$ cat config.mk
export PLATFORM = sky130hd
export DESIGN_NAME = scramble_convolve_interleave_encoder_core
export DESIGN_NICKNAME = d
export VERILOG_FILES = /design/src/scie_pkg.sv /design/src/scramble_convolve_interleave_encoder_core.sv
export SDC_FILE = /design/constraint.sdc
export NUM_CORES = 1
export LEC_CHECK = 0
export BUFFER_PORTS_ARGS = -buffer_cell sky130_fd_sc_hd__buf_2
export CAP_MARGIN = 5
export CORE_MARGIN = 4
export CORE_UTILIZATION = 25
export CTS_CLUSTER_DIAMETER = 80
export DETAILED_ROUTE_END_ITERATION = 8
export GPL_TIMING_DRIVEN = 0
export PLACE_DENSITY = 0.51
export SLEW_MARGIN = 15
export SYNTH_ARGS = -nofsm -noshare
export SYNTH_HDL_FRONTEND = slang
export SYNTH_SLANG_ARGS = --single-unit
$ cat constraint.sdc
create_clock -name clock -period 2 [get_ports clock]
set_input_delay 0.3 -clock clock [delete_from_list [all_inputs] [get_ports clock]]
set_output_delay 0.3 -clock clock [all_outputs]
set_load 0.01 [all_outputs]
$ cat src/scie_pkg.sv
// Package: constants, types and helper functions for the scramble/convolve/interleave encoder.
`timescale 1ns / 1ps
package scie_pkg;

   localparam int unsigned DataWidth    = 8;
   localparam int unsigned WordWidth    = 16;
   localparam int unsigned ScrWidth     = 18;
   localparam int unsigned HistWidth    = 4;
   localparam int unsigned PosWidth     = 4;
   localparam int unsigned ScrTapA      = 12;
   localparam int unsigned ScrTapB      = 17;

   localparam int unsigned CsrAddrWidth = 3;
   localparam int unsigned CsrDataWidth = 32;

   // Register indexes, taken from byte address bits above the word offset
   localparam logic RegInjectErrors = 1'b0;

   typedef logic [DataWidth-1:0] data_type;
   typedef logic [WordWidth-1:0] word_type;
   typedef logic [ScrWidth-1:0]  scr_type;
   typedef logic [HistWidth-1:0] hist_type;
   typedef logic [PosWidth-1:0]  pos_type;

   // 4x4 bit transpose: output bit 4a+b takes input bit 4b+a
   function automatic word_type transpose4x4(input word_type w);
      word_type r;
      r = '0;
      for (int a = 0; a < 4; a++) begin
         for (int b = 0; b < 4; b++) begin
            r[4*a+b] = w[4*b+a];
         end
      end
      return r;
   endfunction

   // Flip position (5 * position) mod 16, as shift-and-add truncated to 4 bits
   function automatic pos_type flip_position(input pos_type p);
      return pos_type'(p + {p[PosWidth-3:0], 2'b00});
   endfunction

endpackage

$ cat src/scramble_convolve_interleave_encoder_core.sv
// Top level: scrambler, K=5 rate 1/2 convolutional encoder, 4x4 interleaver, error injection.
// Path: an accepted beat enters the input register, then goes through one pass of XOR logic
//   into the result register, which drives rsp_.
// Throughput: one beat per cycle while rsp_stall is low; the scrambler and encoder
//   history update in the same cycle that a beat moves from input into result register.
// Reset: synchronous, active high; clears both stages, scrambler, history and byte count,
//   and sets inject_errors to 1.
`timescale 1ns / 1ps
module scramble_convolve_interleave_encoder_core
   import scie_pkg::*;
(
   input  logic                    clock,
   input  logic                    reset,
   // input beats
   input  logic                    req_valid,
   output logic                    req_stall,
   input  logic [DataWidth-1:0]    req_data_byte,
   input  logic                    req_frame_start,
   // result beats
   output logic                    rsp_valid,
   input  logic                    rsp_stall,
   output logic [WordWidth-1:0]    rsp_code_word,
   // configuration port
   input  logic                    psel,
   input  logic                    penable,
   input  logic                    pwrite,
   input  logic [CsrAddrWidth-1:0] paddr,
   input  logic [CsrDataWidth-1:0] pwdata,
   output logic [CsrDataWidth-1:0] prdata,
   output logic                    pready
);

   // Input stage
   logic     in_valid_ff, in_valid_in;
   data_type in_data_ff;
   logic     in_start_ff;

   // Result stage
   logic     out_valid_ff, out_valid_in;
   word_type out_word_ff;

   // Running state
   scr_type  scr_ff, scr_in;
   hist_type hist_ff, hist_in;
   pos_type  pos_ff, pos_in;
   logic     inject_ff, inject_in;

   logic     req_take;
   logic     out_load;
   logic     csr_write;
   word_type enc_word;
   word_type flip_mask;

   // Pipeline moves
   assign out_load  = in_valid_ff && (!out_valid_ff || !rsp_stall);
   assign req_stall = in_valid_ff && !out_load;
   assign req_take  = req_valid && !req_stall;

   assign in_valid_in  = req_take || (in_valid_ff && !out_load);
   assign out_valid_in = out_load || (out_valid_ff && rsp_stall);

   // Scramble, encode and interleave the held byte, LSB first
   always_comb begin
      scr_type  shift;
      hist_type hist;
      logic     bit_s;
      logic [HistWidth:0] win;
      word_type word;
      shift = in_start_ff ? '0 : scr_ff;
      hist  = in_start_ff ? '0 : hist_ff;
      word  = '0;
      for (int j = 0; j < DataWidth; j++) begin
         bit_s = in_data_ff[j] ^ shift[ScrTapA] ^ shift[ScrTapB];
         shift = {shift[ScrWidth-2:0], bit_s};
         win   = {hist, bit_s};
         word[2*j]   = win[0] ^ win[3] ^ win[4];
         word[2*j+1] = win[0] ^ win[1] ^ win[2] ^ win[4];
         hist  = win[HistWidth-1:0];
      end
      scr_in   = shift;
      hist_in  = hist;
      enc_word = transpose4x4(word);
   end

   // Injected error bit rotates with the byte count
   always_comb begin
      pos_type p;
      p         = in_start_ff ? '0 : pos_ff;
      flip_mask = inject_ff ? (word_type'(1) << flip_position(p)) : '0;
      pos_in    = pos_type'(p + pos_type'(1));
   end

   // Configuration register
   assign csr_write = psel && penable && pwrite && pready;
   assign inject_in = (csr_write && paddr[2] == RegInjectErrors) ? pwdata[0] : inject_ff;
   assign pready    = 1'b1;
   assign prdata    = (paddr[2] == RegInjectErrors) ?
                      {{(CsrDataWidth-1){1'b0}}, inject_ff} : '0;

   // Control and state registers
   always_ff @(posedge clock) begin
      if (reset) begin
         in_valid_ff  <= 1'b0;
         out_valid_ff <= 1'b0;
         scr_ff       <= '0;
         hist_ff      <= '0;
         pos_ff       <= '0;
         inject_ff    <= 1'b1;
      end else begin
         in_valid_ff  <= in_valid_in;
         out_valid_ff <= out_valid_in;
         inject_ff    <= inject_in;
         if (out_load) begin
            scr_ff  <= scr_in;
            hist_ff <= hist_in;
            pos_ff  <= pos_in;
         end
      end
   end

   // Payload registers
   always_ff @(posedge clock) begin
      if (req_take) begin
         in_data_ff  <= req_data_byte;
         in_start_ff <= req_frame_start;
      end
      if (out_load) begin
         out_word_ff <= enc_word ^ flip_mask;
      end
   end

   assign rsp_valid     = out_valid_ff;
   assign rsp_code_word = out_word_ff;

`ifndef ASSERT_OFF
   // Reset empties both stages
   assert property (@(posedge clock) reset |=> !in_valid_ff && !out_valid_ff)
      else $error("stages not empty after reset");

   // An accepted beat lands in the input stage
   assert property (@(posedge clock) disable iff (reset)
      req_valid && !req_stall |=> in_valid_ff)
      else $error("accepted beat lost");

   // A frame-start byte leaves the byte count at one
   assert property (@(posedge clock) disable iff (reset)
      out_load && in_start_ff |=> pos_ff == pos_type'(1))
      else $error("byte count not restarted by frame start");

   // A held input beat must wait while the result stage stays full
   assert property (@(posedge clock) disable iff (reset)
      in_valid_ff && out_valid_ff && rsp_stall |-> req_stall && !out_load)
      else $error("input stage advanced into a stalled result");
`endif

endmodule

==> results of run 1 <==
[sequential cells by signal (all words and copies together) (netlist names)]
signal         flops
pos_ff             4
rsp_code_word     16
rsp_valid          1
inject_ff          1
scr_ff            18
in_data_ff         8
in_start_ff        1
in_valid_ff        1
[what timing repair did]
item / in CTS / in global routing
gates cloned: 0 / 0
gates resized for setup: 5 / 11
setup buffers: 0 / 5
endpoints found under the setup margin: 4 / 10
pin swaps: 0 / 2
endpoints found under the hold margin: 0 / 0
[per-stage QoR]
stage	power (µW)	setup TNS, ps
global route	2640	-16.3
floorplan	1580	0
finish	2530	0
global placement	1700	-1130
detailed placement	1700	-194
CTS	2530	0
[Yosys cell counts, drive strengths merged, types with 2 or more instances]
library cell	n	share of area
a211o	2	0.0060
a211oi	9	0.023
a21oi	16	0.027
and2	2	0.0043
and3	2	0.0043
buf	33	0.086
clkbuf	16	0.021
conb	2	0.0026
dfxtp	25	0.17
edfxtp	25	0.26
inv	2	0.0026
nand2	23	0.030
nand3	5	0.0086
nand3b	9	0.023
nand4	2	0.0043
nor2	31	0.043
nor2b	6	0.014
nor3	5	0.0086
o21ai	3	0.0052
xnor2	42	0.15
xnor3	7	0.054
xor2	8	0.024
[power breakdown]
part	leakage [µW]	switching [µW]	internal (µW)	total (µW)
Sequential	0.000442	40.1	1160	1200
Clock	0.0000672	368	457	826
Combinational	0.000924	246	258	505
[critical path, cell delays in order (launching register included)]
cell and delay, ps:
dfxtp_1 330, xnor2_2 280, nor2_4 80, xnor2_4 330
xnor2_2 200, xnor3_1 430
[cell families (layout without fill, tap and decap cells)]
group,count (synthesis),in the layout,synth area share
other,2,32,0.00258
AND/OR/NAND/NOR,91,91,0.160
flip-flops,50,50,0.429
AO/OA/AOI/OAI,33,33,0.0696
buffers and inverters,51,97,0.110
XOR/XNOR,57,57,0.229
[how the worst min path moves through the flow]
stage	to	slack, ps	cells past startpoint
after CTS	in_data_ff[1]$_DFFE_PP_	190	1
after floorplan	in_data_ff[0]$_DFFE_PP_	400	0
after detailed placement	scr_ff[16]$_SDFFE_PP0P_	460	2
final	in_data_ff[7]$_DFFE_PP_	190	1
after global placement	scr_ff[13]$_SDFFE_PP0P_	460	2
after global routing	in_data_ff[3]$_DFFE_PP_	180	1
[per-layer routing]
metal,up-vias,share of wire,track usage
met5,-,0,0
met4,0,0.0063,0.0186
met3,4,0.059,0.0188
met2,59,0.47,0.150
met1,905,0.47,0.122
li1,1041,-,-
[cell type report]
type / count / area [µm²] / area share
multi-input combinational: 213 / 1530 / 0.422
timing repair buffer: 40 / 213 / 0.0586
inverter: 2 / 7.51 / 0.00207
sequential: 50 / 1250 / 0.344
tap: 143 / 179 / 0.0493
clock buffer: 5 / 125 / 0.0344
buffer: 47 / 309 / 0.0851
clock inverter: 3 / 16.3 / 0.00448
==> results_dict.tcl, run 1 <==
set metrics [dict create \
    first_pass_iters 4 \
    grt_max_degree 26 \
    clk_path_buf_depth 2 \
    fin_skew_ps 6.34 \
    ir_worst_vdd_v 0.000352 \
    grt_pass1_wl_um 9430 \
    vias_per_cell 3.99 \
    slew_headroom 0.494 \
    cts_tree "done" \
    critical_path.max_fanout 5 \
    dpl.hpwl_um 4670 \
    hold_path.class "in -> reg" \
    arrival_ps 1930 \
    drt_iter0_drc 97 \
    power.density_mw_per_mm2 696 \
    cts_num_sinks 50 \
    synth_edf_count 25 \
    slew_viol_final 0 \
    initial_utilization 0.255 \
    drt-total-wl_um 6050 \
    fin_area_mm2 0.00363 \
    worstSetupPathType "reg -> reg" \
    clock-root-buffer "clkbuf_16" \
    cts_buffers 5 \
    die_w_um 116 \
    htree_levels 2 \
    place.gp.congestion 0.872 \
    seq_area_frac_synth 0.429 \
    rows 39 \
    worstHoldStart "req_data_byte[7]" \
    final_core_util 0.318 \
    synth-seq-cells 50 \
    fillers 1208 \
    syn_inst 284 \
    clock_latency_ps 290 \
    wl_per_cell_um 12.0 \
    place_ws_ps -77.8 \
    drc 0 \
    grt_pass1_vias 1858 \
    drv_cap 0 \
    antenna_found_initial 0 \
    rsz0062_at_grt "true" \
    outcome "finished, final reports clean" \
    place_area_mm2 0.00338 \
    ctsHoldBuffers 0 \
    p_leak_uw 0.00143 \
    period_share 0.952 \
    worst_r2r_path_depth 5 \
    setup.worst_path.start_class "register" \
    setup_ws_ps 95.8 \
    final_nets 410 \
    whs_ps 187 \
    drive_gt1_frac 0.294 \
    async_flop_share 0 \
    fp.dieH_um 116 \
    io_buffers 35 \
    fin_crit_ps 1900 \
    yosys_most_used_dff "edfxtp_1" \
    io-pin-count 102 \
    placed_cells 492 \
    setup_viol 0 \
    final_cell_mix "37 x buf_4, 36 x buf_2, 32 x conb_1" \
    coreArea_mm2 0.0114 \
    num_vias 2009 \
    ant_nets 0 \
    setup.worst_path.start "scr_ff[17]$_SDFFE_PP0P_" \
    grt.overflow.total 0 \
    yosys_warnings 0 \
    worst-endpoint-required_ps 2030 \
    worst_pin_slew_ps 757 \
    synth_cell_type_count 37 \
    reg2reg_to "rsp_code_word[5]$_DFFE_PP_" \
    clk_pin_slew_ps 70 \
    crit_end "rsp_code_word[5]$_DFFE_PP_" \
    hold_violations 0 \
    antennaDiodeCount 0 \
    reg2reg_slack_ps 100 \
    final_common_cell "buf_4" \
    area_growth_pct 24.6 \
    instances_no_fill 503 \
    fmax_mhz 525 \
    syn-cell-area_mm2 0.00291 \
    end_kind "register" \
    dieArea_mm2 0.0134 \
    synth_area_per_cell_um2 10.3 \
    track_usage 0.0901 \
    r2r-start "scr_ff[17]$_SDFFE_PP0P_" \
]
Note: power is estimated with default switching activity, not from simulation.
==> run 2, diff against run 1 <==
--- a/config.mk
+++ b/config.mk
@@ -8,11 +8,11 @@
 export BUFFER_PORTS_ARGS = -buffer_cell sky130_fd_sc_hd__buf_2
 export CAP_MARGIN = 5
 export CORE_MARGIN = 4
-export CORE_UTILIZATION = 25
+export CORE_UTILIZATION = 45
 export CTS_CLUSTER_DIAMETER = 80
 export DETAILED_ROUTE_END_ITERATION = 8
 export GPL_TIMING_DRIVEN = 0
-export PLACE_DENSITY = 0.51
+export PLACE_DENSITY = 0.78
 export SLEW_MARGIN = 15
 export SYNTH_ARGS = -nofsm -noshare
 export SYNTH_HDL_FRONTEND = slang
==> run 2 against run 1 <==
Against the previous run: non-clock buffer count down 2; routed wire length is 11% lower; sequential share of layout area increased by 1.9 points; highest routed layer unchanged; first-iteration DRC count up 43%; maximum frequency is 0.45% higher; clock power down 33%; sequential power barely moved; final area fell by 5.2%; critical endpoint is now rsp_code_word[15]$_DFFE_PP_; critical path type unchanged; largest cell class unchanged.
==> results_dict.tcl, run 2 (synthesized netlist as in run 1, its figures left out) <==
set metrics [dict create \
    outcome "finished, final reports clean" \
    drt-total-wl_um 5360 \
    grtUsageMet1 0.192 \
    grt.overflow.total 0 \
    antenna_found_initial 0 \
    io_buffers 35 \
    drt_iter0_drc 139 \
    place_ws_ps -74.4 \
    rows 29 \
    coreArea_mm2 0.00631 \
    clk_pin_slew_ps 90 \
    clock-root-buffer "clkbuf_8" \
    area_growth_pct 18.2 \
    period_share 0.948 \
    grt_pass1_wl_um 8760 \
    clock_latency_ps 310 \
    final_common_cell "buf_2" \
    track_usage 0.145 \
    hold_depth 1 \
    drv_cap 0 \
    setup.worst_path.start_class "register" \
    place.gp.congestion 0.909 \
    worst_pin_slew_ps 682 \
    clk_path_buf_depth 2 \
    multi_input_area_mm2 0.00150 \
    wl_per_cell_um 12.3 \
    slew_viol_final 0 \
    fillers 547 \
    hold_path.class "in -> reg" \
    fin_area_mm2 0.00344 \
    drc 0 \
    grt_pass1_vias 1876 \
    num_vias 2051 \
    setup_viol 0 \
    finalSetupTns_ps 0 \
    rsz0062_at_grt "false" \
    setup_ws_ps 104 \
    slew_headroom 0.544 \
    io-pin-count 102 \
    dpl.hpwl_um 4070 \
    worstSetupPathType "reg -> reg" \
    final_nets 408 \
    vias_per_cell 4.71 \
    ir_worst_vdd_v 0.000499 \
    end_kind "register" \
    ctsHoldBuffers 0 \
    use_met3 0.0279 \
    regArea_mm2 0.00125 \
    initial_utilization 0.462 \
    grt_busiest_layer "met2" \
    final_core_util 0.545 \
    drive_gt1_frac 0.279 \
    cts_tree "done" \
    grt_max_degree 26 \
    cts_num_sinks 50 \
    power.density_mw_per_mm2 650 \
    fp.dieH_um 88.5 \
    worst-endpoint-required_ps 2060 \
    hold_violations 0 \
    p_leak_uw 0.00139 \
    placed_cells 426 \
    arrival_ps 1960 \
    top_register "scr_ff" \
    ant_nets 0 \
    grt_use_met2 0.229 \
    fin_crit_ps 1900 \
    first_pass_iters 4 \
    worst_r2r_path_depth 6 \
    largest_reg_flops 18 \
    instances_no_fill 435 \
    htree_levels 2 \
    die_w_um 88.5 \
    cts_buffers 5 \
    antennaDiodeCount 0 \
    final_cell_mix "36 x buf_2, 34 x buf_4, 32 x conb_1" \
    place_area_mm2 0.00330 \
    fin_skew_ps 9.93 \
    critical_path.max_fanout 10 \
    dieArea_mm2 0.00783 \
    fmax_mhz 528 \
]
[run 2: changes by cell type in the layout (fill, tap and decap cells not counted), sizes merged]
| cell | previous run | this run |
|---|---|---|
| buf | 74 | 71 |
| clkinvlp | 1 | 0 |
| clkinv | 2 | 3 |
| clkbuf | 18 | 19 |
[run 2: stage by stage]
stage / hold slack [ps] / power [µW]
floorplan: 399 / 1580
global placement: 453 / 1680
detailed placement: 467 / 1690
CTS: 162 / 2240
global route: 158 / 2360
finish: 167 / 2240
[run 2: routing by layer]
metal  vias to the layer above  part of all wire  wire length [µm]
met1                       918              0.43              2290
met4                         0             0.025               133
met3                        14             0.085               455
met2                        86              0.46              2480
li1                       1033                 -                 -
met5                         -                 0                 0
[run 2: critical path, stage by stage (launching register included)]
cell      delay, ps
edfxtp_1        370
buf_2           190
buf_6           170
nor2_2          170
xnor2_2         190
xnor2_2         170
xnor3_1         410
[run 2: final timing paths]
path                           start                           to  slack (ps)
max            in_start_ff$_DFFE_PP_  rsp_code_word[15]$_DFFE_PP_         100
min                 req_data_byte[2]      in_data_ff[2]$_DFFE_PP_         170
max reg2reg    in_start_ff$_DFFE_PP_  rsp_code_word[15]$_DFFE_PP_         100
min reg2reg  scr_ff[13]$_SDFFE_PP0P_      scr_ff[13]$_SDFFE_PP0P_         470
[run 2: power by group]
part | total (µW) | switching, µW | internal (µW) | leakage (µW)
Combinational | 487 | 238 | 248 | 0.000911
Sequential | 1200 | 37.6 | 1160 | 0.000442
Clock | 555 | 321 | 234 | 0.0000407
[run 2: what timing repair did]
item / 4_1_cts / 5_1_grt
buffers inserted: 0 / 2
endpoints found under the setup margin: 1 / 17
pin swaps: 0 / 1
endpoints found under the hold margin: 0 / 0
resized for setup: 3 / 12
[run 2: cell type report]
cell class | count | area share
clock inverters | 3 | 0.00327
flip-flops and latches | 50 | 0.363
multi-input cells | 213 | 0.437
plain buffers | 48 | 0.0912
repair buffers | 37 | 0.0552
clock buffers | 5 | 0.0200
well taps | 77 | 0.0280
inverters | 2 | 0.00218
